===== src/rtl/core/dolq_pkg.sv =====
// shared types and constants of the drop-oldest line queue
package dolq_pkg;

  // fixed field widths
  localparam int BYTE_LANES  = 8;
  localparam int WORD_W      = 64;
  localparam int BYTES_W     = 4;
  localparam int COUNT_W     = 32;
  // command length field covers the largest line limit
  localparam int LEN_FIELD_W = 9;
  // depth of the command queue between front and back
  localparam int CMD_DEPTH   = 2;

  // item kinds
  localparam logic ACT_LINE = 1'b0;
  localparam logic ACT_POLL = 1'b1;

  typedef struct packed {
    logic               action;
    logic [WORD_W-1:0]  line_word;
    logic [BYTES_W-1:0] word_bytes;
    logic               last_word;
    logic               link_subscribed;
  } in_item_t;

  typedef struct packed {
    logic [WORD_W-1:0]  out_word;
    logic [BYTES_W-1:0] out_bytes;
    logic               end_of_line;
    logic               end_of_poll;
    logic [COUNT_W-1:0] drops_total;
    logic [COUNT_W-1:0] lines_sent_total;
  } out_item_t;

  typedef enum logic [1:0] {
    CMD_COMMIT,
    CMD_FLUSH,
    CMD_POLL
  } cmd_kind_t;

  typedef struct packed {
    cmd_kind_t              kind;
    logic [LEN_FIELD_W-1:0] len;
  } cmd_t;

  typedef enum logic {
    BK_IDLE,
    BK_SEND
  } back_state_t;

endpackage


===== src/rtl/core/dolq_front.sv =====
// front: takes items, packs line bytes into the staging slot, issues commands
module dolq_front #(
  parameter int QUEUE_LINES = 8,
  parameter int LINE_MAX    = 120
) (
  input  logic                                   clk,
  input  logic                                   rst,
  input  logic                                   cfg_wr_en,
  input  logic                                   cfg_wr_data,
  input  logic                                   item_valid,
  output logic                                   item_stall,
  input  dolq_pkg::in_item_t                     item,
  input  logic                                   cmd_full,
  input  logic                                   poll_done,
  output logic                                   cmd_push,
  output dolq_pkg::cmd_t                         cmd,
  output logic [dolq_pkg::BYTE_LANES-1:0]        st_wr_en,
  output logic [dolq_pkg::BYTE_LANES-1:0][$clog2(QUEUE_LINES+1)+$clog2((LINE_MAX+7)/8)-1:0]
                                                 st_wr_addr,
  output logic [dolq_pkg::WORD_W-1:0]            st_wr_data
);

  localparam int SLOTS      = QUEUE_LINES + 1;
  localparam int SLOT_W     = $clog2(SLOTS);
  localparam int LINE_WORDS = (LINE_MAX + 7) / 8;
  localparam int ROW_W      = $clog2(LINE_WORDS);
  localparam int LEN_W      = $clog2(LINE_MAX + 1);
  localparam int POS_W      = LEN_W + 1;
  localparam int UP_W       = LEN_W - 2;

  logic              link_en;
  logic              subscribed;
  logic              poll_open;
  logic [LEN_W-1:0]  stage_len;
  logic [SLOT_W-1:0] wr_slot;

  logic                             accept;
  logic                             is_line;
  logic [dolq_pkg::BYTES_W-1:0]     nb;
  logic [POS_W-1:0]                 sum;
  logic                             oversize;
  logic [LEN_W-1:0]                 len_new;
  logic                             commit;
  logic [2:0]                       offset;

  // handshake: hold items while a poll drains or the queue is full
  assign item_stall = cmd_full || poll_open;
  assign accept     = item_valid && !item_stall;
  assign is_line    = (item.action == dolq_pkg::ACT_LINE);

  // byte count and staging length update
  assign nb       = (item.word_bytes > dolq_pkg::BYTES_W'(8)) ?
                    dolq_pkg::BYTES_W'(8) : item.word_bytes;
  assign sum      = POS_W'(stage_len) + POS_W'(nb);
  assign oversize = (sum >= POS_W'(LINE_MAX));
  assign len_new  = oversize ? LEN_W'(LINE_MAX) : LEN_W'(sum);
  assign commit   = accept && is_line && item.last_word && link_en && subscribed &&
                    !oversize;
  assign offset   = stage_len[2:0];

  // byte lanes: each lane takes the input byte that lands on it
  always_comb begin
    for (int j = 0; j < dolq_pkg::BYTE_LANES; j++) begin
      logic [2:0]       idx;
      logic             carry;
      logic [UP_W-1:0]  up;
      logic [POS_W-1:0] pos;
      idx   = 3'(j) - offset;
      carry = (3'(j) < offset);
      up    = UP_W'(stage_len[LEN_W-1:3]) + UP_W'(carry);
      pos   = {up, 3'(j)};
      st_wr_en[j]          = accept && is_line && (dolq_pkg::BYTES_W'(idx) < nb) &&
                             (pos < POS_W'(LINE_MAX));
      st_wr_addr[j]        = {wr_slot, ROW_W'(up)};
      st_wr_data[8*j +: 8] = item.line_word[8*idx +: 8];
    end
  end

  // command to the back
  always_comb begin
    cmd_push = 1'b0;
    cmd.kind = dolq_pkg::CMD_COMMIT;
    cmd.len  = dolq_pkg::LEN_FIELD_W'(len_new);
    if (commit) begin
      cmd_push = 1'b1;
    end else if (accept && !is_line && link_en) begin
      cmd_push = 1'b1;
      cmd.kind = item.link_subscribed ? dolq_pkg::CMD_POLL : dolq_pkg::CMD_FLUSH;
    end
  end

  // front state
  always_ff @(posedge clk) begin
    if (rst) begin
      link_en    <= 1'b0;
      subscribed <= 1'b0;
      poll_open  <= 1'b0;
      stage_len  <= '0;
      wr_slot    <= '0;
    end else begin
      if (cfg_wr_en) begin
        link_en <= cfg_wr_data;
      end
      if (accept && is_line) begin
        stage_len <= item.last_word ? '0 : len_new;
      end
      if (commit) begin
        wr_slot <= (wr_slot == SLOT_W'(SLOTS - 1)) ? '0 : wr_slot + SLOT_W'(1);
      end
      if (accept && !is_line && link_en) begin
        subscribed <= item.link_subscribed;
      end
      if (poll_done) begin
        poll_open <= 1'b0;
      end else if (accept && !is_line && link_en && item.link_subscribed) begin
        poll_open <= 1'b1;
      end
    end
  end

endmodule


===== config.mk =====
export PLATFORM = sky130hd
export DESIGN_NAME = dolq_front
export DESIGN_NICKNAME = d
export VERILOG_FILES = /design/src/rtl/core/dolq_pkg.sv /design/src/rtl/core/dolq_front.sv
export SDC_FILE = /design/constraint.sdc
export NUM_CORES = 1
export LEC_CHECK = 0
export CAP_MARGIN = 20
export CORE_UTILIZATION = 58
export CTS_CLUSTER_SIZE = 8
export DETAILED_ROUTE_END_ITERATION = 10
export DONT_BUFFER_PORTS = 1
export PLACE_DENSITY = 0.74
export SLEW_MARGIN = 20
export SYNTH_ARGS = -nofsm -noshare
export SYNTH_HDL_FRONTEND = slang
export SYNTH_SLANG_ARGS = --single-unit

===== constraint.sdc =====
create_clock -name clk -period 10.6 [get_ports clk]
set_input_delay 1.59 -clock clk [delete_from_list [all_inputs] [get_ports clk]]
set_output_delay 1.59 -clock clk [all_outputs]
set_load 0.01 [all_outputs]

## After elaboration in Yosys (flattened, before gate mapping)

Cells that the tools add are included.

| word-level totals | value |
|---|---|
| flip-flop bits (word level) | 14 |
| bits of input ports | 78 |

| operators by class | value |
|---|---|
| add/sub/neg operators | 18 |
| equality and inequality tests | 1 |
| $lt $le $gt $ge | 26 |
| muxes and demuxes | 9 |
| shift-type cells | 8 |
| bitwise logic cells | 1 |
| reductions and logical operators | 29 |

Operator list:

| cell | count |
|---|---|
| variable part select 64 x 7 -> 8 bit | 8 |
| < comparator 8 x 7 -> 1 bit, second input constant | 8 |
| adder 4 x 1 -> 5 bit | 8 |
| < comparator 3 x 4 -> 1 bit | 8 |
| logical AND 1 bit | 25 |
| two-way mux 7 bit | 2 |
| < comparator 3 bit, first input constant | 4 |
| subtractor 3 bit, first input constant | 4 |
| adder 7 x 4 -> 8 bit | 1 |
| >= comparator 8 x 7 -> 1 bit, second input constant | 1 |
| two-way mux 4 bit | 2 |
| < comparator 1 x 3 -> 1 bit, first input constant | 2 |
| < comparator 2 x 3 -> 1 bit, first input constant | 2 |
| two-way mux 2 bit | 3 |
| subtractor 1 x 3 -> 3 bit, first input constant | 2 |
| subtractor 2 x 3 -> 3 bit, first input constant | 2 |
| adder 4 x 1 -> 4 bit, second input constant | 1 |
| equality test 4 bit, second input constant | 1 |
| greater-than comparator 4 bit, second input constant | 1 |
| zero test 1 bit | 2 |
| two-way mux 1 bit | 2 |
| OR reduction 2 bit | 1 |
| logical OR 1 bit | 1 |
| NOT 1 bit | 1 |

## Longest topological paths before layout

| depth | value |
|---|---|
| depth in word-level cells | 9 |
| mapped depth | 14 |
| depth with buffers taken out | 9 |

## Worst setup path before layout

Ideal clock, no wire load.

| timing path | value |
|---|---|
| path kind | input -> output |
| start point | in item[5] (netlist name) |
| end point | out cmd[2] (netlist name) |
| data required time | 9.010 ns |
| data arrival time | 3.636 ns |
| path buffers | 1 |
| slack | 5.374 ns |
| stages on the path | 8 |
| cell sequence | clkbuf_1 nand2b_1 ha_1 and3b_1 o31a_1 o211ai_4 o21ai_2 nor2_1 |

RTL lines:

| element | line | RTL |
|---|---|---|
| from (decl) | dolq_front.sv:12 | `input dolq_pkg::in_item_t item,` |
| to (decl) | dolq_front.sv:16 | `output dolq_pkg::cmd_t cmd,` |

## Final worst setup path

| timing path | value |
|---|---|
| start point | reg stage_len[1] |
| end point | out st_wr_en[6] (netlist name) |

| between the ends | value |
|---|---|
| cells in the longest elaborated chain, start to end | 4 |

Ends and longest elaborated chain:

| element | line | RTL |
|---|---|---|
| from (decl) | dolq_front.sv:34 | `logic [LEN_W-1:0] stage_len;` |
| from (signal assigned) | dolq_front.sv:105 | `stage_len <= item.last_word ? '0 : len_new;` |
| < comparator 3 bit / subtractor 3 bit (equally long branches) | dolq_front.sv:69, dolq_front.sv:68 |  |
| adder 4 x 1 -> 5 bit / < comparator 3 x 4 -> 1 bit (equally long branches) | dolq_front.sv:70, dolq_front.sv:72 |  |
| < comparator 8 x 7 -> 1 bit / logical AND 1 bit (equally long branches) | dolq_front.sv:73, dolq_front.sv:72 |  |
| logical AND 1 bit * | dolq_front.sv:72 | `st_wr_en[j] = accept && is_line && (dolq_pkg::BYTES_W'(idx) < nb) &&` |
| to (decl) | dolq_front.sv:17 | `output logic [dolq_pkg::BYTE_LANES-1:0] st_wr_en,` |

Mark *: on every way between the ends. The rest lies on a longest branch, timed or not.

==> impl_metrics.csv <==
group,metric,value,unit
die,die_area,8130,um2
logic_synthesis,synthXorXnorAreaFrac,0.0402,
worst_setup_path,start_kind,"register",
worst_setup_path,crit_chain,"ha_1 -> xor2_2 -> clkinv_1 -> ha_1 -> a21oi_1 -> nor2_1 -> a2111oi_0",
timing,clock_skew,0.000473,ns
placed_design,post-dp-hpwl,9.56,mm
timing,fin_tns_setup,0,ns
clock_tree,cts_made_buffers,3,
detailed_routing,drt_wl_total,12.4,mm
logic_synthesis,synth_top_area_frac,0.320,
logic_synthesis,avgSynthCellArea,8.09,um2
die,io_pins,227,
timing,slew_headroom,0.353,
timing,rsz0062_at_grt,"no",
finish,num_antenna_cells,0,
logic_synthesis,synthAdderAreaFrac,0.117,
logic_synthesis,yosys_most_used_dff,"dfxtp_1",
worst_hold_path,hold_class,"register to register",
worst_setup_path,crit_top_cell,"ha_1",
detailed_routing,vias,3991,
logic_synthesis,synthSimpleGateAreaFrac,0.241,
clock_tree,clockRootBuffer,"clkbuf_8",
worst_setup_path,cp_top_family,"flip-flops",
die,initial_core_util,0.612,
die,die_h,90.2,um
global_routing,grt_pass1_vias,3778,
logic_synthesis,synth.area.top_cells,"mux4_2, nand2_1, ha_1",
power,ir_drop,0.0000493,V
worst_setup_path,critPathRequiredTime,9.01,ns
detailed_routing,drt_first_pass_iters,5,
clock_tree,cts_setup_buffers,0,
timing,drv_slew,0,
global_routing,grt_start_max_net_pins,68,
clock_tree,clockBufferDepth,2,
clock_tree,clkTransAtPathRegs,0.06,ns
timing,finalHoldViolCount,0,
finish,utilization,0.584,
logic_synthesis,synth_top_family_by_area,"multiplexers",
clock_tree,numClockSinks,14,
worst_setup_path,critPathArrivalTime,4.19,ns
logic_synthesis,syn_inst,557,
logic_synthesis,synth_seq_cells,14,
worst_setup_path,cp.buffers_inverters,1,
detailed_routing,drtIter0Drc,184,
logic_synthesis,synth_cell_types,53,
global_routing,grt_pass1_wl,19.8,mm
die,core,7370,um2
run_status,status,"complete, no violations",
worst_setup_path,slowest_stage,"dfxtp_2",
placed_design,routabilityCongestion,0.970,
timing,max_freq,0.173,GHz
timing,tightestPinTransition,0.971,ns
worst_setup_path,crit_path_end_kind,"primary output",
placed_design,place_inst,591,
detailed_routing,vias_per_cell,6.71,
power,pwr_density_cell,46.1,nW/um2
logic_synthesis,synth.cell_area,4510,um2
worst_setup_path,critPathMaxFanout,38,
finish,drive_gt1_frac,0.161,
logic_synthesis,synth_edf_count,0,
logic_synthesis,ys_async_sr_fraction,0,
detailed_routing,wire_per_inst,20.9,um
global_routing,grt_overflow_total,0,
logic_synthesis,yosysSeqAreaShare,0.0622,
logic_synthesis,yosys.area.top_type,"mux4_2",
die,die_x,90.2,um
finish,fill_cells,669,
worst_setup_path,criticalPathCategory,"register to primary output",
detailed_routing,drc,0,
timing,period_minus_slack,5.78,ns
clock_tree,cts_tree,"yes",
die,rows,31,
global_routing,grt_usage,0.301,
logic_synthesis,synthMuxAreaShare,0.329,
finish,finalNonFillerCells,595,
worst_hold_path,worstHoldStart,"poll_open",
timing,fin_crit_sh,0.545,
global_routing,grt_antenna_before_repair,0,
timing,finalSetupViolCount,0,
logic_synthesis,synth_compound_gate_area_share,0.100,
clock_tree,cts.htree.levels,1,
clock_tree,postCtsHoldBufs,0,
placed_design,io_buffers,0,
power,power.leakage,1.94,nW
logic_synthesis,yosys_warnings,0,
finish,area_growth,-4.58,%
job,cap_violations,0,
clock_tree,insertion_delay,0.24,ns
detailed_routing,ant_nets,0,
worst_setup_path,setup.worst_path.start,"stage_len[1]",
finish,nNetsFinal,616,
worst_setup_path,timing.rr.start,"stage_len[1]",
worst_setup_path,slowest_delay,0.96,ns
clock_tree,cts.repair.resized,0,
-- sequential cells by signal, summed over array words and instances (netlist names) --
signal,count
subscribed,1
stage_len,7
wr_slot,4
link_en,1
poll_open,1
-- cells in the mapped netlist (2+ instances only) --
cell         n
a211o_1      3
a21oi_1     19
xor2_1       8
and2_1       3
nand2_1    212
nand3_1      3
o32ai_1      4
or4_1        4
fa_1         2
mux2i_1      4
a211oi_1     2
and4_1       4
dfxtp_1     14
buf_1        3
o211ai_1     2
nand2b_1     8
a21o_1       4
nor2b_1      3
inv_1       17
clkinv_1     4
xnor2_1      9
buf_4       34
ha_1        39
clkbuf_1    11
nor2_1      18
mux4_2      64
o21ai_0      6
o211ai_4     2
a41oi_1      3
a2111oi_0    4
buf_2       22
-- routing by layer --
layer | vias up | wire length (um) | global-route usage
met3 | 26 | 1280 | 0.0685
met2 | 253 | 6080 | 0.516
li1 | 1825 | - | -
met4 | 0 | 265 | 0.0847
met1 | 1887 | 4800 | 0.380
met5 | - | 0 | 0
-- cell usage in the layout, fill, tap and decap left out, types with 4 or more instances in the layout --
cell         n
clkinv_1     4
mux2i_1      4
xnor2_1      9
mux4_2      64
nor2_1      18
nand2b_1     8
o21ai_0      6
o32ai_1      4
or4_1        4
inv_1       17
and4_1       4
a21o_1       4
a21oi_1     19
dfxtp_1     12
xor2_1       8
a2111oi_0    4
ha_1        39
nand2_1    212
-- power by group --
part | switching [mW] | internal (mW) | leakage (nW)
clock | 0.0183 | 0.0266 | 0.0228
combinational | 0.0588 | 0.0402 | 1.80
sequential | 0.00146 | 0.0530 | 0.114
-- kinds of logic (layout without fill, tap and decap cells) --
| group | after synthesis | count (layout) |
|---|---|---|
| DFF | 14 | 14 |
| buffers and inverters | 91 | 29 |
| xor gates and xnor gates | 19 | 19 |
| other | 1 | 2 |
| AOI/OAI and AO/OA | 61 | 61 |
| and+or+nand+nor | 262 | 262 |
| muxes | 68 | 68 |
| adders and majority gates | 41 | 41 |
-- per-stage QoR --
stage	hold slack [ns]	instance area, um2	setup slack [ns]	total power [mW]
floorplan	0.455	4510	5.37	0.138
global placement	0.477	4250	5.08	0.152
detailed placement	0.497	4250	4.87	0.153
CTS	0.511	4300	4.60	0.199
global route	0.528	4300	4.51	0.210
finish	0.504	4300	4.82	0.198
-- worst paths after layout --
kind / end / slack, ns / depth (start not counted)
min: poll_open / 0.50 / 1
max reg2reg: stage_len[0] / 7.33 / 7
min reg2reg: poll_open / 0.50 / 1
max: st_wr_en[6] / 4.82 / 7
-- final cells by class --
class	instances	area, um2	area share
clock buffer	4	45.0	0.0105
inverter	21	78.8	0.0183
multi-input combinational	453	3730	0.868
sequential	14	285	0.0663
tap	99	124	0.0288
timing repair buffer	4	33.8	0.00785
Power figures use the tool's default switching activity.
