`src/rtl/core/dolq_pkg.sv`:
```
// shared types and constants of the drop-oldest line queue
package dolq_pkg;

  // fixed field widths
  localparam int BYTE_LANES  = 8;
  localparam int WORD_W      = 64;
  localparam int BYTES_W     = 4;
  localparam int COUNT_W     = 32;
  // command length field covers the largest line limit
  localparam int LEN_FIELD_W = 9;
  // depth of the command queue between front and back
  localparam int CMD_DEPTH   = 2;

  // item kinds
  localparam logic ACT_LINE = 1'b0;
  localparam logic ACT_POLL = 1'b1;

  typedef struct packed {
    logic               action;
    logic [WORD_W-1:0]  line_word;
    logic [BYTES_W-1:0] word_bytes;
    logic               last_word;
    logic               link_subscribed;
  } in_item_t;

  typedef struct packed {
    logic [WORD_W-1:0]  out_word;
    logic [BYTES_W-1:0] out_bytes;
    logic               end_of_line;
    logic               end_of_poll;
    logic [COUNT_W-1:0] drops_total;
    logic [COUNT_W-1:0] lines_sent_total;
  } out_item_t;

  typedef enum logic [1:0] {
    CMD_COMMIT,
    CMD_FLUSH,
    CMD_POLL
  } cmd_kind_t;

  typedef struct packed {
    cmd_kind_t              kind;
    logic [LEN_FIELD_W-1:0] len;
  } cmd_t;

  typedef enum logic {
    BK_IDLE,
    BK_SEND
  } back_state_t;

endpackage

```
`src/rtl/core/dolq_back.sv`:
```
// back: ring bookkeeping, drop and send counters, word-by-word burst output
module dolq_back #(
  parameter int QUEUE_LINES = 8,
  parameter int LINE_MAX    = 120,
  parameter int BURST_LINES = 3
) (
  input  logic                              clk,
  input  logic                              rst,
  input  logic                              cmd_avail,
  input  dolq_pkg::cmd_t                    cmd,
  output logic                              cmd_pop,
  output logic                              poll_done,
  output logic                              rd_en,
  output logic [$clog2(QUEUE_LINES+1)+$clog2((LINE_MAX+7)/8)-1:0] rd_addr,
  input  logic [dolq_pkg::WORD_W-1:0]       rd_data,
  output logic                              result_valid,
  input  logic                              result_stall,
  output dolq_pkg::out_item_t               result
);

  localparam int SLOTS      = QUEUE_LINES + 1;
  localparam int SLOT_W     = $clog2(SLOTS);
  localparam int LINE_WORDS = (LINE_MAX + 7) / 8;
  localparam int ROW_W      = $clog2(LINE_WORDS);
  localparam int LEN_W      = $clog2(LINE_MAX + 1);
  localparam int POS_W      = LEN_W + 1;
  localparam int FILL_W     = $clog2(QUEUE_LINES + 1);
  localparam int BURST_W    = $clog2(BURST_LINES + 1);

  dolq_pkg::back_state_t state;
  dolq_pkg::back_state_t state_next;

  logic [SLOT_W-1:0]            head;
  logic [SLOT_W-1:0]            tail;
  logic [FILL_W-1:0]            fill;
  logic [dolq_pkg::COUNT_W-1:0] drops;
  logic [dolq_pkg::COUNT_W-1:0] sent;
  logic [LEN_W-1:0]             slot_len [SLOTS];
  logic [BURST_W-1:0]           lines;
  logic [ROW_W-1:0]             word_idx;
  logic                         out_valid;
  dolq_pkg::out_item_t          out_item;

  logic [LEN_W-1:0]             cur_len;
  logic [POS_W-1:0]             rem;
  logic                         last_word;
  logic                         last_line;
  logic [dolq_pkg::BYTES_W-1:0] nbytes;
  logic [dolq_pkg::WORD_W-1:0]  keep_mask;
  logic                         load;
  logic                         start_poll;

  function automatic logic [SLOT_W-1:0] next_slot(input logic [SLOT_W-1:0] s);
    next_slot = (s == SLOT_W'(SLOTS - 1)) ? '0 : s + SLOT_W'(1);
  endfunction

  // current word of the line being sent
  assign cur_len   = slot_len[head];
  assign rem       = POS_W'(cur_len) - (POS_W'(word_idx) << 3);
  assign last_word = (rem <= POS_W'(8));
  assign nbytes    = last_word ? dolq_pkg::BYTES_W'(rem) : dolq_pkg::BYTES_W'(8);
  assign last_line = (lines == BURST_W'(BURST_LINES - 1)) || (fill == FILL_W'(1));
  assign load      = (state == dolq_pkg::BK_SEND) && (!out_valid || !result_stall);
  assign cmd_pop   = (state == dolq_pkg::BK_IDLE) && cmd_avail;
  assign start_poll = cmd_pop && (cmd.kind == dolq_pkg::CMD_POLL) && (fill != '0);

  // byte mask for a partial word
  always_comb begin
    for (int j = 0; j < dolq_pkg::BYTE_LANES; j++) begin
      keep_mask[8*j +: 8] = (dolq_pkg::BYTES_W'(j) < nbytes) ? 8'hFF : 8'h00;
    end
  end

  // next state
  always_comb begin
    state_next = state;
    unique case (state)
      dolq_pkg::BK_IDLE: begin
        if (start_poll) begin
          state_next = dolq_pkg::BK_SEND;
        end
      end
      dolq_pkg::BK_SEND: begin
        if (load && last_word && last_line) begin
          state_next = dolq_pkg::BK_IDLE;
        end
      end
      default: state_next = dolq_pkg::BK_IDLE;
    endcase
  end

  // read port and poll completion
  always_comb begin
    rd_en     = 1'b0;
    rd_addr   = {head, word_idx};
    poll_done = 1'b0;
    unique case (state)
      dolq_pkg::BK_IDLE: begin
        rd_addr   = {head, ROW_W'(0)};
        rd_en     = start_poll;
        poll_done = cmd_pop && (cmd.kind == dolq_pkg::CMD_POLL) && (fill == '0);
      end
      dolq_pkg::BK_SEND: begin
        if (load) begin
          if (last_word) begin
            poll_done = last_line;
            rd_en     = !last_line;
            rd_addr   = {next_slot(head), ROW_W'(0)};
          end else begin
            rd_en   = 1'b1;
            rd_addr = {head, word_idx + ROW_W'(1)};
          end
        end
      end
      default: begin
        rd_en = 1'b0;
      end
    endcase
  end

  // ring pointers, counters and output valid
  always_ff @(posedge clk) begin
    if (rst) begin
      state     <= dolq_pkg::BK_IDLE;
      head      <= '0;
      tail      <= '0;
      fill      <= '0;
      drops     <= '0;
      sent      <= '0;
      lines     <= '0;
      word_idx  <= '0;
      out_valid <= 1'b0;
    end else begin
      state <= state_next;
      if (cmd_pop) begin
        case (cmd.kind)
          dolq_pkg::CMD_COMMIT: begin
            tail <= next_slot(tail);
            if (fill == FILL_W'(QUEUE_LINES)) begin
              head  <= next_slot(head);
              drops <= drops + dolq_pkg::COUNT_W'(1);
            end else begin
              fill <= fill + FILL_W'(1);
            end
          end
          dolq_pkg::CMD_FLUSH: begin
            head <= tail;
            fill <= '0;
          end
          dolq_pkg::CMD_POLL: begin
            lines    <= '0;
            word_idx <= '0;
          end
          default: begin
            lines <= lines;
          end
        endcase
      end
      if (load) begin
        if (last_word) begin
          sent     <= sent + dolq_pkg::COUNT_W'(1);
          head     <= next_slot(head);
          fill     <= fill - FILL_W'(1);
          lines    <= lines + BURST_W'(1);
          word_idx <= '0;
        end else begin
          word_idx <= word_idx + ROW_W'(1);
        end
      end
      if (load) begin
        out_valid <= 1'b1;
      end else if (!result_stall) begin
        out_valid <= 1'b0;
      end
    end
  end

  // line lengths per slot
  always_ff @(posedge clk) begin
    if (cmd_pop && (cmd.kind == dolq_pkg::CMD_COMMIT)) begin
      slot_len[tail] <= LEN_W'(cmd.len);
    end
  end

  // output register
  always_ff @(posedge clk) begin
    if (load) begin
      out_item.out_word         <= rd_data & keep_mask;
      out_item.out_bytes        <= nbytes;
      out_item.end_of_line      <= last_word;
      out_item.end_of_poll      <= last_word && last_line;
      out_item.drops_total      <= drops;
      out_item.lines_sent_total <= sent + dolq_pkg::COUNT_W'(1);
    end
  end

  assign result_valid = out_valid;
  assign result       = out_item;

endmodule

```
`config.mk`:
```
export PLATFORM = sky130hd
export DESIGN_NAME = dolq_back
export DESIGN_NICKNAME = d
export VERILOG_FILES = /design/src/rtl/core/dolq_pkg.sv /design/src/rtl/core/dolq_back.sv
export SDC_FILE = /design/constraint.sdc
export NUM_CORES = 1
export LEC_CHECK = 0
export ABC_AREA = 1
export BUFFER_PORTS_ARGS = -buffer_cell sky130_fd_sc_hd__buf_2
export CORE_MARGIN = 2
export CORE_UTILIZATION = 50
export DETAILED_ROUTE_END_ITERATION = 8
export GPL_ROUTABILITY_DRIVEN = 0
export GPL_TIMING_DRIVEN = 1
export PLACE_DENSITY = 0.84
export SLEW_MARGIN = 25
export SYNTH_ARGS = -nofsm -noshare
export SYNTH_HDL_FRONTEND = slang
export SYNTH_SLANG_ARGS = --single-unit
```
`constraint.sdc`:
```
create_clock -name clk -period 9 [get_ports clk]
set_input_delay 1.35 -clock clk [delete_from_list [all_inputs] [get_ports clk]]
set_output_delay 1.35 -clock clk [all_outputs]
set_load 0.1 [all_outputs]
```
# Word-level counts from Yosys, hierarchy flattened
# Memories as Yosys holds them, arrays and structs flattened. A register that Yosys moved wholly into a read port is not among the register bits.
# Index checks and enable logic that the tools add are counted.
word_totals:
  regBits: 218
  ram_bits: 63
  in_bits: 79
  output_inout_bits: 146
  word_cells: 113
  n_memories: 1
memory_table:
  columns: ["memory", "words", "word_bits", "read_ports", "rd_ports_with_merged_regs", "write_ports", "line_no", "rtl"]
  rows:
  - ["slot_len", 9, 7, 1, 1, 1, "dolq_back.sv:38", "logic [LEN_W-1:0] slot_len [SLOTS];"]
classes:
  add_sub_neg: 9
  n_lt_le_gt_ge: 9
  eq_ne: 8
  mux: 46
  n_bitwise: 2
  reduce_logical: 23
op_table:
  columns: ["cell", "count"]
  rows:
  - ["$mux W8", 10]
  - ["$add A32 B1 Y32 const B", 2]
  - ["$and A64 B64 Y64", 1]
  - ["$mux W4", 16]
  - ["$add A4 B1 Y4 const B", 4]
  - ["$lt A3 B4 Y1 const A", 4]
  - ["$pmux W4 S2", 2]
  - ["$pmux W8 S2", 1]
  - ["$eq A4 B4 Y1 const B", 3]
  - ["$mux W1", 10]
  - ["$logic_and A1 B1 Y1", 9]
  - ["$le A8 B4 Y1 const B", 1]
  - ["$lt A1 B4 Y1 const A", 2]
  - ["$lt A2 B4 Y1 const A", 2]
  - ["$mux W2", 4]
  - ["$sub A7 B7 Y8", 1]
  - ["$pmux W1 S2", 3]
  - ["$reduce_and A2 Y1", 3]
  - ["$eq A2 B2 Y1 const B", 2]
  - ["$eq A4 B1 Y1 const B", 1]
  - ["$logic_not A4 Y1", 1]
  - ["$reduce_bool A2 Y1", 2]
  - ["$reduce_bool A4 Y1", 1]
  - ["$sub A4 B1 Y4 const B", 1]
  - ["other kinds (8)", 11]

# Depth between registers and ports, before layout
depth:
  word_depth: 8
  depth_mapped: 26
  mapped_depth_nobuf: 22

# Least setup slack after synthesis
# OpenSTA, ideal clock, no wires.
synth_path:
  path_type: "input to output"
  from: "input result_stall"
  to: "output rd_en"
  t_arrival_ns: 7.725
  required_time_ns: 7.650
  slack_ns: -0.075
  path_stages: 5
  path_buffers: 0
  path_cell_list: "nand2_1 > inv_1 > nor2_2 > inv_1 > o21ai_0"
synth_between:
  elab_chain_cells: 5
synth_lines:
  columns: ["item", "line_no", "rtl"]
  rows:
  - ["from (decl)", "dolq_back.sv:17", "input logic result_stall,"]
  - ["$logic_not A1 Y1", null, null]
  - ["$logic_or A1 B1 Y1", "dolq_back.sv:63", "assign load = (state == dolq_pkg::BK_SEND) && (!out_valid || !result_stall);"]
  - ["$logic_and A1 B1 Y1", "dolq_back.sv:63", null]
  - ["via load", "dolq_back.sv:50", "logic load;"]
  - ["$mux W1", "dolq_back.sv:104", "if (load) begin"]
  - ["$pmux W1 S2", "dolq_back.sv:97", "unique case (state)"]
  - ["to (decl)", "dolq_back.sv:13", "output logic rd_en,"]
# The timed path passes the listed nets, and every way through them passes these cells.

# Worst setup path in the final report
layout_path:
  from: "register head[1]"
  to: "output rd_addr[7]"
layout_between:
  elab_chain_cells: 5
  word_cells_on_any_way: 6
  classes_between: "add/sub: 1; eq/ne: 1; mux: 4"
layout_lines:
  columns: ["item", "line_no", "rtl"]
  rows:
  - ["from (decl)", "dolq_back.sv:33", "logic [SLOT_W-1:0] head;"]
  - ["from (signal assigned)", "dolq_back.sv:140", "head <= next_slot(head);"]
  - ["from (signal assigned)", "dolq_back.sv:147", "head <= tail;"]
  - ["from (signal assigned)", "dolq_back.sv:162", "head <= next_slot(head);"]
  - ["$add A4 B1 Y4 or $eq A4 B4 Y1 (tied branches)", "dolq_back.sv:54", "next_slot = (s == SLOT_W'(SLOTS - 1)) ? '0 : s + SLOT_W'(1);"]
  - ["$mux W4 *", "dolq_back.sv:54", null]
  - ["$mux W8 *", "dolq_back.sv:105", "if (last_word) begin"]
  - ["$mux W8 *", "dolq_back.sv:104", null]
  - ["$pmux W8 S2 *", "dolq_back.sv:97", null]
  - ["to (decl)", "dolq_back.sv:14", "output logic [$clog2(QUEUE_LINES+1)+$clog2((LINE_MAX+7)/8)-1:0] rd_addr,"]
# Mark *: on every way between the ends. The rest lies on a longest branch, timed or not.

==> impl_metrics.py <==
metrics = {
    "floorplan": {
        "dieArea_um2": 26000,
        "initial_core_util_pct": 50.9,
        "num_rows": 57,
        "fp.dieW_um": 161,
        "io_pins": 225,
        "core_um2": 24300,
        "die_h_um": 161,
    },
    "logic_synthesis": {
        "postSynthAreaPerCell_um2": 9.71,
        "synth.distinct_cells": 47,
        "synthesis.instances": 1274,
        "syn_nets": 1371,
        "synth_area_um2": 12400,
        "ys_seq_area_share_pct": 61.4,
        "ys_warn_count": 0,
        "synth-seq-cells": 281,
    },
    "pwr": {
        "total_leakage_power_nw": 5.93,
        "total_power_mw": 2.88,
        "power_density_nw_per_um2": 194,
        "irDropWorstVdd_mv": 0.112,
    },
    "worst_setup_path": {
        "arrival_ns": 5.53,
        "r2r_cells": 15,
        "crit_required_ns": 7.65,
        "cp-start-kind": "flip-flop",
        "r2r-end": "sent[8]",
        "crit_type": "reg -> out",
        "crit_path_max_fanout": 50,
        "rr_startpoint": "head[1]",
        "startpoint": "head[1]",
        "crit_path_end_kind": "primary output",
        "rrSetupSlack_ns": 4.46,
    },
    "global_routing": {
        "grt_pass1_wl_um": 45000,
        "track_usage_pct": 21.4,
        "overflow": 0,
        "grt_pass1_vias": 9222,
        "grt_max_degree": 79,
        "antenna_found_initial": 3,
    },
    "min_path": {
        "hold_path_class": "reg -> reg",
        "whs_path_depth": 0,
        "hold_start": "drops[2]",
        "hold-path-endpoint": "result[34]",
    },
    "clocking": {
        "post_cts_resized": 0,
        "tritoncts.num_buffers": 27,
        "cts.sinks": 281,
        "cts_tree": "done",
        "hold_buffers": 0,
        "clkLatencyLatePin_ns": 0.54,
        "htreeDepth": 1,
        "postCtsSetupRepairBufs": 0,
        "cts_root_buffer": "clkbuf_16",
        "clk_pin_slew_ns": 0.07,
        "clk_path_buf_depth": 3,
    },
    "final_layout": {
        "final_util_pct": 61.0,
        "nFillCells": 1946,
        "multi_input_area_um2": 3970,
        "register_area_um2": 7600,
        "drive_gt1_share_pct": 20.5,
        "syn2layout_area_growth_pct": 19.9,
        "final_cells": 1846,
        "layout.nets": 1595,
    },
    "sta": {
        "holdWs_ns": 0.476,
        "final.period_utilization_pct": 76.5,
        "slew_viol_final": 0,
        "setup_viol": 0,
        "tightest_slew_ns": 1.01,
        "min_period_ns": 6.88,
        "rsz0062_at_grt": "no",
        "slew_headroom_pct": 32.9,
        "fin_tns_setup_ns": 0,
        "final-hold-violation-count": 0,
        "finClkSkew_ns": 0.0117,
        "fmax_ghz": 0.145,
    },
    "routing": {
        "routed_wirelength_um": 28700,
        "first_pass_iters": 5,
        "wl_per_cell_um": 15.5,
        "drtAntennaViolNets": 0,
        "first_iter_violations": 748,
        "drc": 0,
        "via_per_inst": 5.18,
        "vias": 9555,
    },
    "run": {
        "drv_cap": 0,
    },
    "placed_design": {
        "dp_cells": 1793,
        "port_buffers": 222,
        "dp_hpwl_um": 19600,
    },
    "status": {
        "status": "finished, final reports clean",
    },
}
## worst max-delay path, cell delays in order, from the launching register on
cell and delay, ns:
dfxtp_1 0.66, inv_1 0.40, o21ai_0 0.21, o22ai_1 0.13, o21ai_0 0.18, o21ai_0 0.17, fa_1 0.48, xnor2_1 0.17
nand2_1 0.06, nor2_1 0.16, nand4_2 0.42, nand2_8 0.29, nand2_4 0.34, inv_4 0.50, o21ai_0 0.27, inv_1 0.11
buf_2 0.43
## Yosys cell counts, drive strengths merged
library cell | number | share of area (%)
nor2 | 207 | 6.7
nor4b | 1 | 0.071
o2111ai | 2 | 0.14
o211ai | 1 | 0.061
clkinv | 1 | 0.030
a21oi | 48 | 2.0
or2 | 3 | 0.15
a22oi | 3 | 0.18
nand3b | 1 | 0.061
nand4 | 19 | 1.0
ha | 17 | 1.7
edfxtp | 197 | 48
o221ai | 5 | 0.35
inv | 175 | 5.3
xnor2 | 9 | 0.64
a31oi | 6 | 0.30
dfxtp | 84 | 14
nand3 | 47 | 1.9
nor4 | 5 | 0.25
o22ai | 6 | 0.30
o21a | 2 | 0.12
buf | 16 | 0.98
nor3b | 3 | 0.18
fa | 1 | 0.16
nand2 | 253 | 8.1
nor3 | 46 | 1.9
clkbuf | 15 | 0.46
xor2 | 37 | 2.6
o21ai | 64 | 2.7
## layout by cell type, fill, tap and decap left out, drive strengths merged, types with 5 or more instances in the layout
| cell type | Yosys | final |
|---|---|---|
| clkinv | 1 | 7 |
| buf | 16 | 226 |
| bufinv | 0 | 10 |
| nor4 | 5 | 5 |
| inv | 175 | 177 |
| dfxtp | 84 | 84 |
| a21oi | 48 | 48 |
| ha | 17 | 17 |
| xor2 | 37 | 37 |
| edfxtp | 197 | 197 |
| clkbuf | 15 | 32 |
| xnor2 | 9 | 9 |
| nand4 | 19 | 19 |
| nand2 | 253 | 253 |
| nor2 | 207 | 207 |
| a31oi | 6 | 6 |
| o21ai | 64 | 64 |
| nor3 | 46 | 46 |
| nand3 | 47 | 47 |
| o221ai | 5 | 5 |
| o22ai | 6 | 6 |
## per-layer routing
metal,wire length [um],global-route usage (%)
met1,11800,26.5
met2,14100,37.7
met3,1880,3.00
met4,951,8.85
met5,0,0
## cell type report
| cell class | count | share of cell area, % |
|---|---|---|
| flip-flops and latches | 281 | 51.2 |
| multi-input cells | 786 | 26.8 |
| repair buffers | 226 | 7.70 |
| clock buffers | 32 | 4.68 |
| inverters | 176 | 4.47 |
| well taps | 324 | 2.73 |
| clock inverters | 18 | 2.35 |
| diodes | 3 | 0.0506 |
## registers in the layout (all words and copies together), names as in the netlist
signal	count
fill	4
head	4
word_idx	4
result	134
slot_len	63
lines	2
drops	32
state	1
tail	4
sent	32
result_valid	1
## cell families after synthesis
logic type	share of synthesized area [%]
compound gates	6.15
xor+xnor	3.26
fa+ha+maj	1.88
buf+inv	6.80
flops	61.4
simple gates	20.5
## metrics by stage
stage	setup slack, ns	area, um2
floorplan	1.62	12400
global placement	2.92	13700
detailed placement	2.77	13800
CTS	2.16	14800
global route	1.77	14800
finish	2.12	14800
## worst max path at each step
stage | endpoint | slack, ns | cells past startpoint
global placement | rd_addr[7] | 2.92 | 17
finish | rd_addr[7] | 2.12 | 16
CTS | rd_addr[7] | 2.16 | 16
floorplan | rd_en | 1.62 | 5
detailed placement | rd_addr[7] | 2.77 | 16
global route | rd_addr[7] | 1.77 | 20
## power breakdown
group / internal (mW) / switching [mW]
Combinational: 0.0369 / 0.127
Sequential: 1.39 / 0.00457
Clock: 0.840 / 0.482
No activity file was read; power rests on OpenSTA's default activity.
