`config.mk`:
```
export PLATFORM = sky130hd
export DESIGN_NAME = dolq_cmd_fifo
export DESIGN_NICKNAME = d
export VERILOG_FILES = /design/src/rtl/core/dolq_pkg.sv /design/src/rtl/core/dolq_cmd_fifo.sv
export SDC_FILE = /design/constraint.sdc
export NUM_CORES = 1
export LEC_CHECK = 0
export BUFFER_PORTS_ARGS = -buffer_cell sky130_fd_sc_hd__buf_2
export CORE_UTILIZATION = 45
export DETAILED_ROUTE_END_ITERATION = 10
export PLACE_DENSITY = 0.73
export SETUP_SLACK_MARGIN = 0.02
export SYNTH_ARGS = -nofsm -noshare
export SYNTH_HDL_FRONTEND = slang
export SYNTH_SLANG_ARGS = --single-unit
export TNS_END_PERCENT = 20
```
`constraint.sdc`:
```
create_clock -name clk -period 2 [get_ports clk]
set_input_delay 0.1 -clock clk [delete_from_list [all_inputs] [get_ports clk]]
set_output_delay 0.1 -clock clk [all_outputs]
set_load 0.02 [all_outputs]
```
`src/rtl/core/dolq_pkg.sv`:
```
// shared types and constants of the drop-oldest line queue
package dolq_pkg;

  // fixed field widths
  localparam int BYTE_LANES  = 8;
  localparam int WORD_W      = 64;
  localparam int BYTES_W     = 4;
  localparam int COUNT_W     = 32;
  // command length field covers the largest line limit
  localparam int LEN_FIELD_W = 9;
  // depth of the command queue between front and back
  localparam int CMD_DEPTH   = 2;

  // item kinds
  localparam logic ACT_LINE = 1'b0;
  localparam logic ACT_POLL = 1'b1;

  typedef struct packed {
    logic               action;
    logic [WORD_W-1:0]  line_word;
    logic [BYTES_W-1:0] word_bytes;
    logic               last_word;
    logic               link_subscribed;
  } in_item_t;

  typedef struct packed {
    logic [WORD_W-1:0]  out_word;
    logic [BYTES_W-1:0] out_bytes;
    logic               end_of_line;
    logic               end_of_poll;
    logic [COUNT_W-1:0] drops_total;
    logic [COUNT_W-1:0] lines_sent_total;
  } out_item_t;

  typedef enum logic [1:0] {
    CMD_COMMIT,
    CMD_FLUSH,
    CMD_POLL
  } cmd_kind_t;

  typedef struct packed {
    cmd_kind_t              kind;
    logic [LEN_FIELD_W-1:0] len;
  } cmd_t;

  typedef enum logic {
    BK_IDLE,
    BK_SEND
  } back_state_t;

endpackage

```
`src/rtl/core/dolq_cmd_fifo.sv`:
```
// small command queue between the front and the back
module dolq_cmd_fifo (
  input  logic          clk,
  input  logic          rst,
  input  logic          push,
  input  dolq_pkg::cmd_t din,
  output logic          full,
  input  logic          pop,
  output dolq_pkg::cmd_t dout,
  output logic          empty
);

  localparam int PTR_W = $clog2(dolq_pkg::CMD_DEPTH);
  localparam int CNT_W = $clog2(dolq_pkg::CMD_DEPTH + 1);

  dolq_pkg::cmd_t   entries [dolq_pkg::CMD_DEPTH];
  logic [PTR_W-1:0] wr_ptr;
  logic [PTR_W-1:0] rd_ptr;
  logic [CNT_W-1:0] count;
  logic             do_push;
  logic             do_pop;

  // status
  assign full    = (count == CNT_W'(dolq_pkg::CMD_DEPTH));
  assign empty   = (count == '0);
  assign do_push = push && !full;
  assign do_pop  = pop && !empty;
  assign dout    = entries[rd_ptr];

  // pointers and count
  always_ff @(posedge clk) begin
    if (rst) begin
      wr_ptr <= '0;
      rd_ptr <= '0;
      count  <= '0;
    end else begin
      if (do_push) begin
        wr_ptr <= wr_ptr + PTR_W'(1);
      end
      if (do_pop) begin
        rd_ptr <= rd_ptr + PTR_W'(1);
      end
      if (do_push && !do_pop) begin
        count <= count + CNT_W'(1);
      end else if (do_pop && !do_push) begin
        count <= count - CNT_W'(1);
      end
    end
  end

  // entry storage
  always_ff @(posedge clk) begin
    if (do_push) begin
      entries[wr_ptr] <= din;
    end
  end

endmodule

```
**Word-level counts from Yosys, hierarchy flattened**

Memory sizes are Yosys's and may differ from the RTL's. A register that Yosys moved wholly into a read port is not among the register bits.
Index checks and enable logic that the tools add are counted.

- Flip-flop bits (word level): 4
- Memory bits (writable): 22
- Bits of input ports: 15
- Output and inout port bits: 13
- Memories kept: 1

- Add/sub/neg operators: 4
- Eq/ne operators: 1
- Mux-type cells: 6
- Reduce and logical (&&, ||, !) cells: 10

Memory list:

| memory | words | bits a word | rd ports | clocked after Yosys merged registers in | wr ports | line | text |
|---|---|---|---|---|---|---|---|
| entries | 2 | 11 | 1 | 1 | 1 | dolq_cmd_fifo.sv:16 | `dolq_pkg::cmd_t entries [dolq_pkg::CMD_DEPTH];` |

Operator list:

| operator | count |
|---|---|
| $logic_and A1 B1 Y1 | 4 |
| $logic_not A1 Y1 | 4 |
| $mux W1 | 4 |
| $mux W2 | 2 |
| $add A1 B1 Y1 const B | 2 |
| $add A2 B1 Y2 const B | 1 |
| $eq A2 B2 Y1 const B | 1 |
| $logic_not A2 Y1 | 1 |
| $reduce_bool A2 Y1 | 1 |
| $sub A2 B1 Y2 const B | 1 |

**Logic depth before layout (Yosys ltp)**

Gate-level depths: netlist (run 1).

- Depth after elaboration: 7
- Gate-level depth with buffers: 6
- Gate-level depth less buffers: 6

**Least setup slack after synthesis (run 1)**

No wires, ideal clock.

- Path type: register -> register
- Start point: register count[1]
- End point: register count[1]
- Library setup time: 0.070 ns
- Data arrival time: 1.514 ns
- Required time: 1.930 ns
- Path slack: 0.417 ns
- Stages on the path, launching flop included: 6
- Buffers on the path: 0
- Period minus slack after synthesis: 1.583 ns
- Cells stage by stage: dfxtp_1 -> nor2b_2 -> nor2_1 -> ha_1 -> or3_1 -> a21oi_1

- Longest elaborated chain between the ends: 6
- Elaborated cells on any way between the ends: 15
- Classes of those cells: add/sub (2); eq/ne (1); mux (2); reduce/logical (10)

RTL lines:

| element | line | text |
|---|---|---|
| start: declaration | dolq_cmd_fifo.sv:19 | `logic [CNT_W-1:0] count;` |
| start signal: assignment | dolq_cmd_fifo.sv:44 | `count <= count + CNT_W'(1);` |
| start signal: assignment | dolq_cmd_fifo.sv:46 | `count <= count - CNT_W'(1);` |
| $eq A2 B2 Y1 (*) | dolq_cmd_fifo.sv:24 | `assign full = (count == CNT_W'(dolq_pkg::CMD_DEPTH));` |
| named net full | dolq_cmd_fifo.sv:7 | `output logic full,` |
| $logic_not A1 Y1 (*) | dolq_cmd_fifo.sv:26 | `assign do_push = push && !full;` |
| $logic_and A1 B1 Y1 (*) | dolq_cmd_fifo.sv:26 |  |
| named net do_push | dolq_cmd_fifo.sv:20 | `logic do_push;` |
| $logic_not A1 Y1 | dolq_cmd_fifo.sv:45 | `end else if (do_pop && !do_push) begin` |
| $logic_and A1 B1 Y1 | dolq_cmd_fifo.sv:45 |  |
| $reduce_bool A2 Y1 (no source line) | -- |  |

Mark *: on every way through the listed nets, which the timed path passes. The rest lies on a longest branch. The select of a mux whose other input is x is not followed.
A chain may end at the register's enable or synchronous reset.

==> impl_summary.log, run 1 <==
[metrics] status: complete, no violations
[metrics] Crit-path slowest cell: sky130_fd_sc_hd__dfxtp_1
[metrics] final critical-path required period: approximately 1.6 ns
[metrics] boundary pin count: 28
[metrics] number of core rows: 16
[metrics] final critical-path share of the clock period: 0.7985
[metrics] proportion of synthesized area in mux cells: 0.1230
[metrics] final-report setup violation count: 0
[metrics] standby leakage power: 0.0005183 uW
[metrics] die boundary width: 49.31 um
[metrics] via count of the first global-routing pass: 579
[metrics] DRC viols: 0
[metrics] Clk network pwr share: 0.147
[metrics] Tightest Hold Check Type: input pin to flip-flop
[metrics] pins over their slew limit: 0
[metrics] maximum number of pins on one net before global-route repair: 15
[metrics] unrepaired setup endpoints after global routing: no
[metrics] Clock Latency Late Sink: between 0.3 and 0.4 ns
[metrics] drt total wl: 1.533 mm
[metrics] total internal power: 1014 uW
[metrics] Switch Pwr: between 400 and 500 uW
[metrics] dominant combinational cell family by area after synthesis: multiplexers
[metrics] Compound-Gate Fraction of Synth Area: 0.02484
[metrics] Bufs on Longest Clock Path: 2
[metrics] Die Outline Area: roughly 0.0024 sq mm
[metrics] largest fanout of any net on the critical path: 11
[metrics] post-synth cell types: 13
[metrics] endpoint required time on the critical path: 1.90 ns
[metrics] library cell used as clock root buffer: sky130_fd_sc_hd__clkbuf_4
[metrics] Critical Setup Path Class: flip-flop to primary output
[metrics] post-synthesis area per instance: between 15 and 20 sq um
[metrics] synthesized-area fraction occupied by adder cells: 0.01242
[metrics] number of standard cells in the layout, taps in and fillers out: roughly 130
[metrics] GRT Resource Usage Total: 0.1421
[metrics] CTS tree: done
[metrics] ratio of total power to cell area: 1139 mW/mm^2
[metrics] total placed instance area: between 0.001 and 0.0015 sq mm
[metrics] antenna violation net count after detailed routing: 0
[metrics] clock sinks: 27
[metrics] CP Data Arrival Time: ~1.5 ns
[metrics] number of hold violations in the final report: 0
[metrics] slowest stage delay, CP: 0.64 ns
[metrics] antenna fix cells: 0
[metrics] Worst-path clk slew: around 0.12 ns
[metrics] worst ir drop on vdd: 0.6790 mV
[metrics] CTS HTree Levels: 1
[metrics] series of cell instances along the critical path: mux2_2 -> buf_2
[metrics] switching share of power: 0.3243
[metrics] #FFs+latches synth: 27
[metrics] net count reported at finish: 118
[metrics] slew at the pin closest to its max-slew limit: about 0.5 ns
[metrics] core region area: 0.002042 sq mm
[metrics] Mapped Nets: 75
[metrics] count of routing violations after the opening detailed-route iteration: 10
[metrics] setup bufs post-CTS: 0
[metrics] fraction of power consumed by combinational cells: 0.331
[metrics] Simple-Gate Fraction of Synth Area: 0.04596
[metrics] number of antenna violations at the first check in global routing: 0
[metrics] post-route clock skew: 0.009540 ns
[metrics] average vias per placed instance: 4.664
[metrics] instance count after placement with tap cells included: 112
[metrics] Reg power frac: 0.522
[metrics] average detailed-routed wire length per instance: roughly 12 um
[metrics] first-pass GRT wire length: 2.490 mm
[metrics] Overflow after GRT: 0
[metrics] clock buffers created by TritonCTS: 3
[metrics] Synth Cell Area: 0.001007 sq mm
[metrics] max cap viols: 0
[metrics] xor/xnor share of the synthesized area: 0.02609
[metrics] weighted congestion reported at the end of routability-driven placement: ~0.6
[metrics] number of cells produced by synthesis: 59
[metrics] CP startpoint kind: flip-flop
[metrics] final setup TNS: 0 ns
[metrics] drt first pass iters: 4
[metrics] Via Count: ~600
[metrics] Synth warnings: 0
[metrics] die outline height: 49.31 um
[metrics] max-slew headroom at the worst pin: 0.6725
[metrics] post-synthesis to final-layout area growth: 30.81%
[metrics] sequential fraction of the synthesis area: 0.7553
[metrics] post-DP HPWL: 1.056 mm
[metrics] layout cell share with drive strength beyond 1: 0.4158
[metrics] fin area: 0.001318 sq mm
[metrics] Initial Utilization: 0.4933
[metrics] achievable frequency: around 630 MHz
[metrics] port buffer count: 27
[metrics] kind of end point of the critical path: primary output
## area by class of cell
cell class | instances | area (sq um)
clock buffers | 4 | 26.28
repair buffers | 39 | 255.2
flip-flops and latches | 27 | 760.7
multi-input cells | 29 | 234.0
inverters | 2 | 7.507
well taps | 27 | 33.78
fillers | 170 | 724.4
## cell usage after synthesis
| cell | n | share of area |
|---|---|---|
| sky130_fd_sc_hd__ha_1 | 1 | 0.012 |
| sky130_fd_sc_hd__nor2b_2 | 1 | 0.0087 |
| sky130_fd_sc_hd__nor2_1 | 5 | 0.019 |
| sky130_fd_sc_hd__buf_2 | 1 | 0.0050 |
| sky130_fd_sc_hd__o21ai_0 | 3 | 0.015 |
| sky130_fd_sc_hd__a21oi_1 | 2 | 0.0099 |
| sky130_fd_sc_hd__and2_1 | 1 | 0.0062 |
| sky130_fd_sc_hd__dfxtp_1 | 5 | 0.099 |
| sky130_fd_sc_hd__xor2_1 | 3 | 0.026 |
| sky130_fd_sc_hd__mux2_2 | 11 | 0.12 |
| sky130_fd_sc_hd__inv_1 | 2 | 0.0075 |
| sky130_fd_sc_hd__edfxtp_1 | 22 | 0.66 |
| sky130_fd_sc_hd__or3_1 | 2 | 0.012 |
## power by group through the flow
| stage | combinational (uW) | clock [uW] | sequential, uW |
|---|---|---|---|
| floorplan | 377 | 0 | 758 |
| global placement | 474 | 0 | 793 |
| detailed placement | 480 | 0 | 798 |
| CTS | 503 | 226 | 785 |
| global route | 544 | 247 | 796 |
| finish | 497 | 220 | 783 |
## placed cells by master, fill, tap and decap left out
cell / Yosys / routed
sky130_fd_sc_hd__o21ai_0: 3 / 3
sky130_fd_sc_hd__buf_2: 1 / 27
sky130_fd_sc_hd__nor2b_2: 1 / 1
sky130_fd_sc_hd__clkbuf_1: 0 / 1
sky130_fd_sc_hd__dfxtp_1: 5 / 5
sky130_fd_sc_hd__xor2_1: 3 / 3
sky130_fd_sc_hd__and2_1: 1 / 1
sky130_fd_sc_hd__mux2_2: 11 / 11
sky130_fd_sc_hd__inv_1: 2 / 2
sky130_fd_sc_hd__dlygate4sd3_1: 0 / 12
sky130_fd_sc_hd__or3_1: 2 / 2
sky130_fd_sc_hd__edfxtp_1: 22 / 22
sky130_fd_sc_hd__a21oi_1: 2 / 2
sky130_fd_sc_hd__ha_1: 1 / 1
sky130_fd_sc_hd__clkbuf_4: 0 / 3
sky130_fd_sc_hd__nor2_1: 5 / 5
## per-layer routing
layer / track usage / vias up / routed length [um]
met2: 0.2352 / 17 / 752
met4: 0.08333 / 0 / 29
met1: 0.1704 / 276 / 690
li1: - / 300 / -
met5: 0 / - / 0
met3: 0.02804 / 4 / 60
## per-stage QoR
stage / util / hold slack (ns) / total power (uW) / setup slack, ns
floorplan: - / 0.1691 / 1135 / 0.4167
global placement: 0.5735 / 0.2914 / 1267 / 0.4984
CTS: 0.6452 / 0.1487 / 1515 / 0.3582
finish: 0.6452 / 0.1630 / 1501 / 0.4029
global route: 0.6452 / 0.1722 / 1587 / 0.3022
detailed placement: 0.5735 / 0.2936 / 1277 / 0.4407
## what timing repair did
item	in CTS	in global routing
endpoints found under the setup margin	0	0
endpoints found under the hold margin	26	0
hold buffers	12	0
gates resized for setup	0	0
## final timing paths
| check | from | end | slack (ns) | cells past startpoint |
|---|---|---|---|---|
| worst max-delay path | flip-flop | dout[9] | 0.40 | 2 |
| worst min-delay path | push | wr_ptr | 0.16 | 4 |
| worst max register to register | count[1] | count[1] | 0.43 | 5 |
| worst min register to register | wr_ptr | wr_ptr | 0.52 | 2 |
## worst max-delay path, delay by kind of cell (launching register included)
family,cells,cell delay [ns]
buf+inv,1,0.16
flops,1,0.64
mux,1,0.39
## flip-flops by register name, indices dropped and copies added (netlist names), named ones only
register / flops
rd_ptr: 1
entries: 22
count: 2
wr_ptr: 1
## cell families (layout without fill, tap and decap cells)
logic type               count (synthesis)  in the layout
XOR/XNOR                                 3              3
AO/OA/AOI/OAI                            5              5
flip-flops                              27             27
AND/OR/NAND/NOR                          9              9
multiplexers                            11             11
adder cells (fa/ha/maj)                  1              1
buffers and inverters                    3             45
Power figures use the tool's default switching activity.
==> run 2, diff against run 1 <==
==> constraint.sdc (replaced) <==
create_clock -name clk -period 1.6 [get_ports clk]
set_input_delay 0.08 -clock clk [delete_from_list [all_inputs] [get_ports clk]]
set_output_delay 0.08 -clock clk [all_outputs]
set_load 0.02 [all_outputs]
==> run 2 against run 1 <==
Core utilization rose by 1.9 points. Wire length unchanged. Die area is the same. Global-route usage shrank 0.87 points. Via count rose by 1.8%. Worst setup slack lost 0.31 ns. Clock-buffer cell count stayed put. Worst hold slack worse by 0.019 ns. Sequential share of layout area decreased by 1.4 points.
==> impl_summary.log, run 2 (same netlist as run 1, synthesis figures left out) <==
[metrics] largest registers: entries (22), count (2)
[metrics] worst hold path stage count: 4
[metrics] CTS tree: done
[metrics] overall power after layout: 1928 uW
[metrics] WP buf/inv: 0
[metrics] CP Data Arrival Time: between 1.5 and 2 ns
[metrics] ratio of total power to cell area: 1421 mW/mm^2
[metrics] Tightest Hold Check Type: input pin to flip-flop
[metrics] die boundary width: 49.31 um
[metrics] clock sinks: 27
[metrics] max FFs per register: 22
[metrics] achievable frequency: 664.0 MHz
[metrics] slew at the pin closest to its max-slew limit: 0.2565 ns
[metrics] Levels on crit path: 5
[metrics] final critical-path required period: 1.506 ns
[metrics] Worst Hold Margin: 0.1442 ns
[metrics] Die Outline Area: 0.002431 sq mm
[metrics] status: complete, no violations
[metrics] boundary pin count: 28
[metrics] maximum number of pins on one net before global-route repair: 15
[metrics] kind of end point of the critical path: flip-flop
[metrics] filler instances: roughly 180
[metrics] Initial Utilization: 0.4933
[metrics] DRC viols: 0
[metrics] final core utilization: 0.6642
[metrics] core region area: slightly above 0.002 sq mm
[metrics] drt first pass iters: 3
[metrics] antenna violation net count after detailed routing: 0
[metrics] CTS HTree Levels: 1
[metrics] Critical Setup Path Class: flip-flop to flip-flop
[metrics] largest fanout of any net on the critical path: 5
[metrics] post-DP HPWL: 1.107 mm
[metrics] CP startpoint kind: flip-flop
[metrics] endpoint required time on the critical path: between 1.5 and 2 ns
[metrics] pre-CTS WS: 0.07851 ns
[metrics] layout cell share with drive strength beyond 1: 0.4667
[metrics] GRT Resource Usage Total: 0.1334
[metrics] antenna fix cells: 0
[metrics] library cell used as clock root buffer: sky130_fd_sc_hd__clkbuf_4
[metrics] average detailed-routed wire length per instance: between 10 and 15 um
[metrics] average vias per placed instance: roughly 4.6
[metrics] family with the most delay on the worst path: simple AND/OR/NAND/NOR gates
[metrics] max-slew headroom at the worst pin: 0.8290
[metrics] via count of the first global-routing pass: 622
[metrics] standby leakage power: 0.0005415 uW
[metrics] pins over their slew limit: 0
[metrics] clock buffers created by TritonCTS: 3
[metrics] register bank with the most flops: entries
[metrics] slowest stage delay, CP: 0.39 ns
[metrics] first-pass GRT wire length: 2.428 mm
[metrics] cell depth of the worst flop-to-flop path: 5
[metrics] most used cells in the layout excluding fill and tap cells: 27 x sky130_fd_sc_hd__buf_2, 22 x sky130_fd_sc_hd__edfxtp_1, 12 x sky130_fd_sc_hd__dlygate4sd3_1
[metrics] sequential cell area: 764.5 sq um
[metrics] count of routing violations after the opening detailed-route iteration: 8
[metrics] post-synthesis to final-layout area growth: 34.66%
[metrics] Bufs on Longest Clock Path: 2
[metrics] Overflow after GRT: 0
[metrics] fin area: approximately 0.0014 sq mm
[metrics] most common cell after layout, fill and taps aside: sky130_fd_sc_hd__buf_2
[metrics] Clock Latency Late Sink: 0.31 ns
[metrics] max cap viols: 0
[metrics] number of core rows: 16
[metrics] series of cell instances along the critical path: nor2b_4 -> nor2_1 -> ha_1 -> or3_1 -> a21oi_1
[metrics] total placed instance area: around 0.0012 sq mm
[metrics] drt total wl: 1.533 mm
[metrics] post-route clock skew: 0.009032 ns
[metrics] multi-input gate area in the final layout: 239.0 sq um
[metrics] Crit-path slowest cell: sky130_fd_sc_hd__dfxtp_2
[metrics] port buffer count: 27
[metrics] Via Count: 608
[metrics] net count reported at finish: between 100 and 150
[metrics] die outline height: 49.31 um
[metrics] weighted congestion reported at the end of routability-driven placement: 0.6251
[metrics] final-report setup violation count: 0
[metrics] Worst-path clk slew: 0.13 ns
[metrics] number of hold violations in the final report: 0
[metrics] worst setup margin: 0.09395 ns
[metrics] number of antenna violations at the first check in global routing: 0
[metrics] final critical-path share of the clock period: 0.9413
[metrics] worst ir drop on vdd: 1.089 mV
run 2: cell types whose count changed in the layout (fill, tap and decap cells not counted), sizes merged:
cell  change
buf       +4
run 2: worst paths after layout:
kind	start	end	slack, ns
setup / recovery	count[1]	count[1]	0.09
hold / removal	push	wr_ptr	0.14
setup reg to reg	count[1]	count[1]	0.09
hold reg to reg	wr_ptr	wr_ptr	0.50
run 2: per-layer routing:
metal / track usage / share of wire / vias up
li1: - / - / 307
met1: 0.1396 / 0.43 / 283
met2: 0.2557 / 0.52 / 16
met3: 0.03115 / 0.041 / 2
met4: 0.04412 / 0.0059 / 0
met5: 0 / 0 / -
run 2: cell type report:
class	instances	share of cell area
clock buffers	4	0.01937
inverters	2	0.005535
multi-input cells	29	0.1762
flip-flops and latches	27	0.5637
well taps	27	0.02491
repair buffers	43	0.2103
run 2: worst min-delay path, delay by kind of cell:
family	cells	cell delay [ns]
simple gates	1	0.12
compound gates	1	0.06
buf+inv	2	0.16
run 2: power breakdown:
group	leakage (uW)	internal (uW)	switching [uW]
Sequential	0.000248	899	90.5
Clock	0.0000150	97.1	177
Combinational	0.000279	312	352
Total	0.000541	1310	619
run 2: per-stage QoR:
| step | TNS, ns | std cells |
|---|---|---|
| floorplan | 0 | 59 |
| detailed placement | 0 | 116 |
| CTS | 0 | 132 |
| finish | 0 | 132 |
| global placement | 0 | 116 |
| global route | -0.0008362 | 132 |
run 2: repair_timing:
action / in CTS / in global routing
endpoints found under the hold margin: 27 / 0
hold buffers: 12 / 0
pin swaps: 0 / 0
setup endpoints to repair: 11 / 1
resized for setup: 1 / 3
setup buffers: 0 / 0
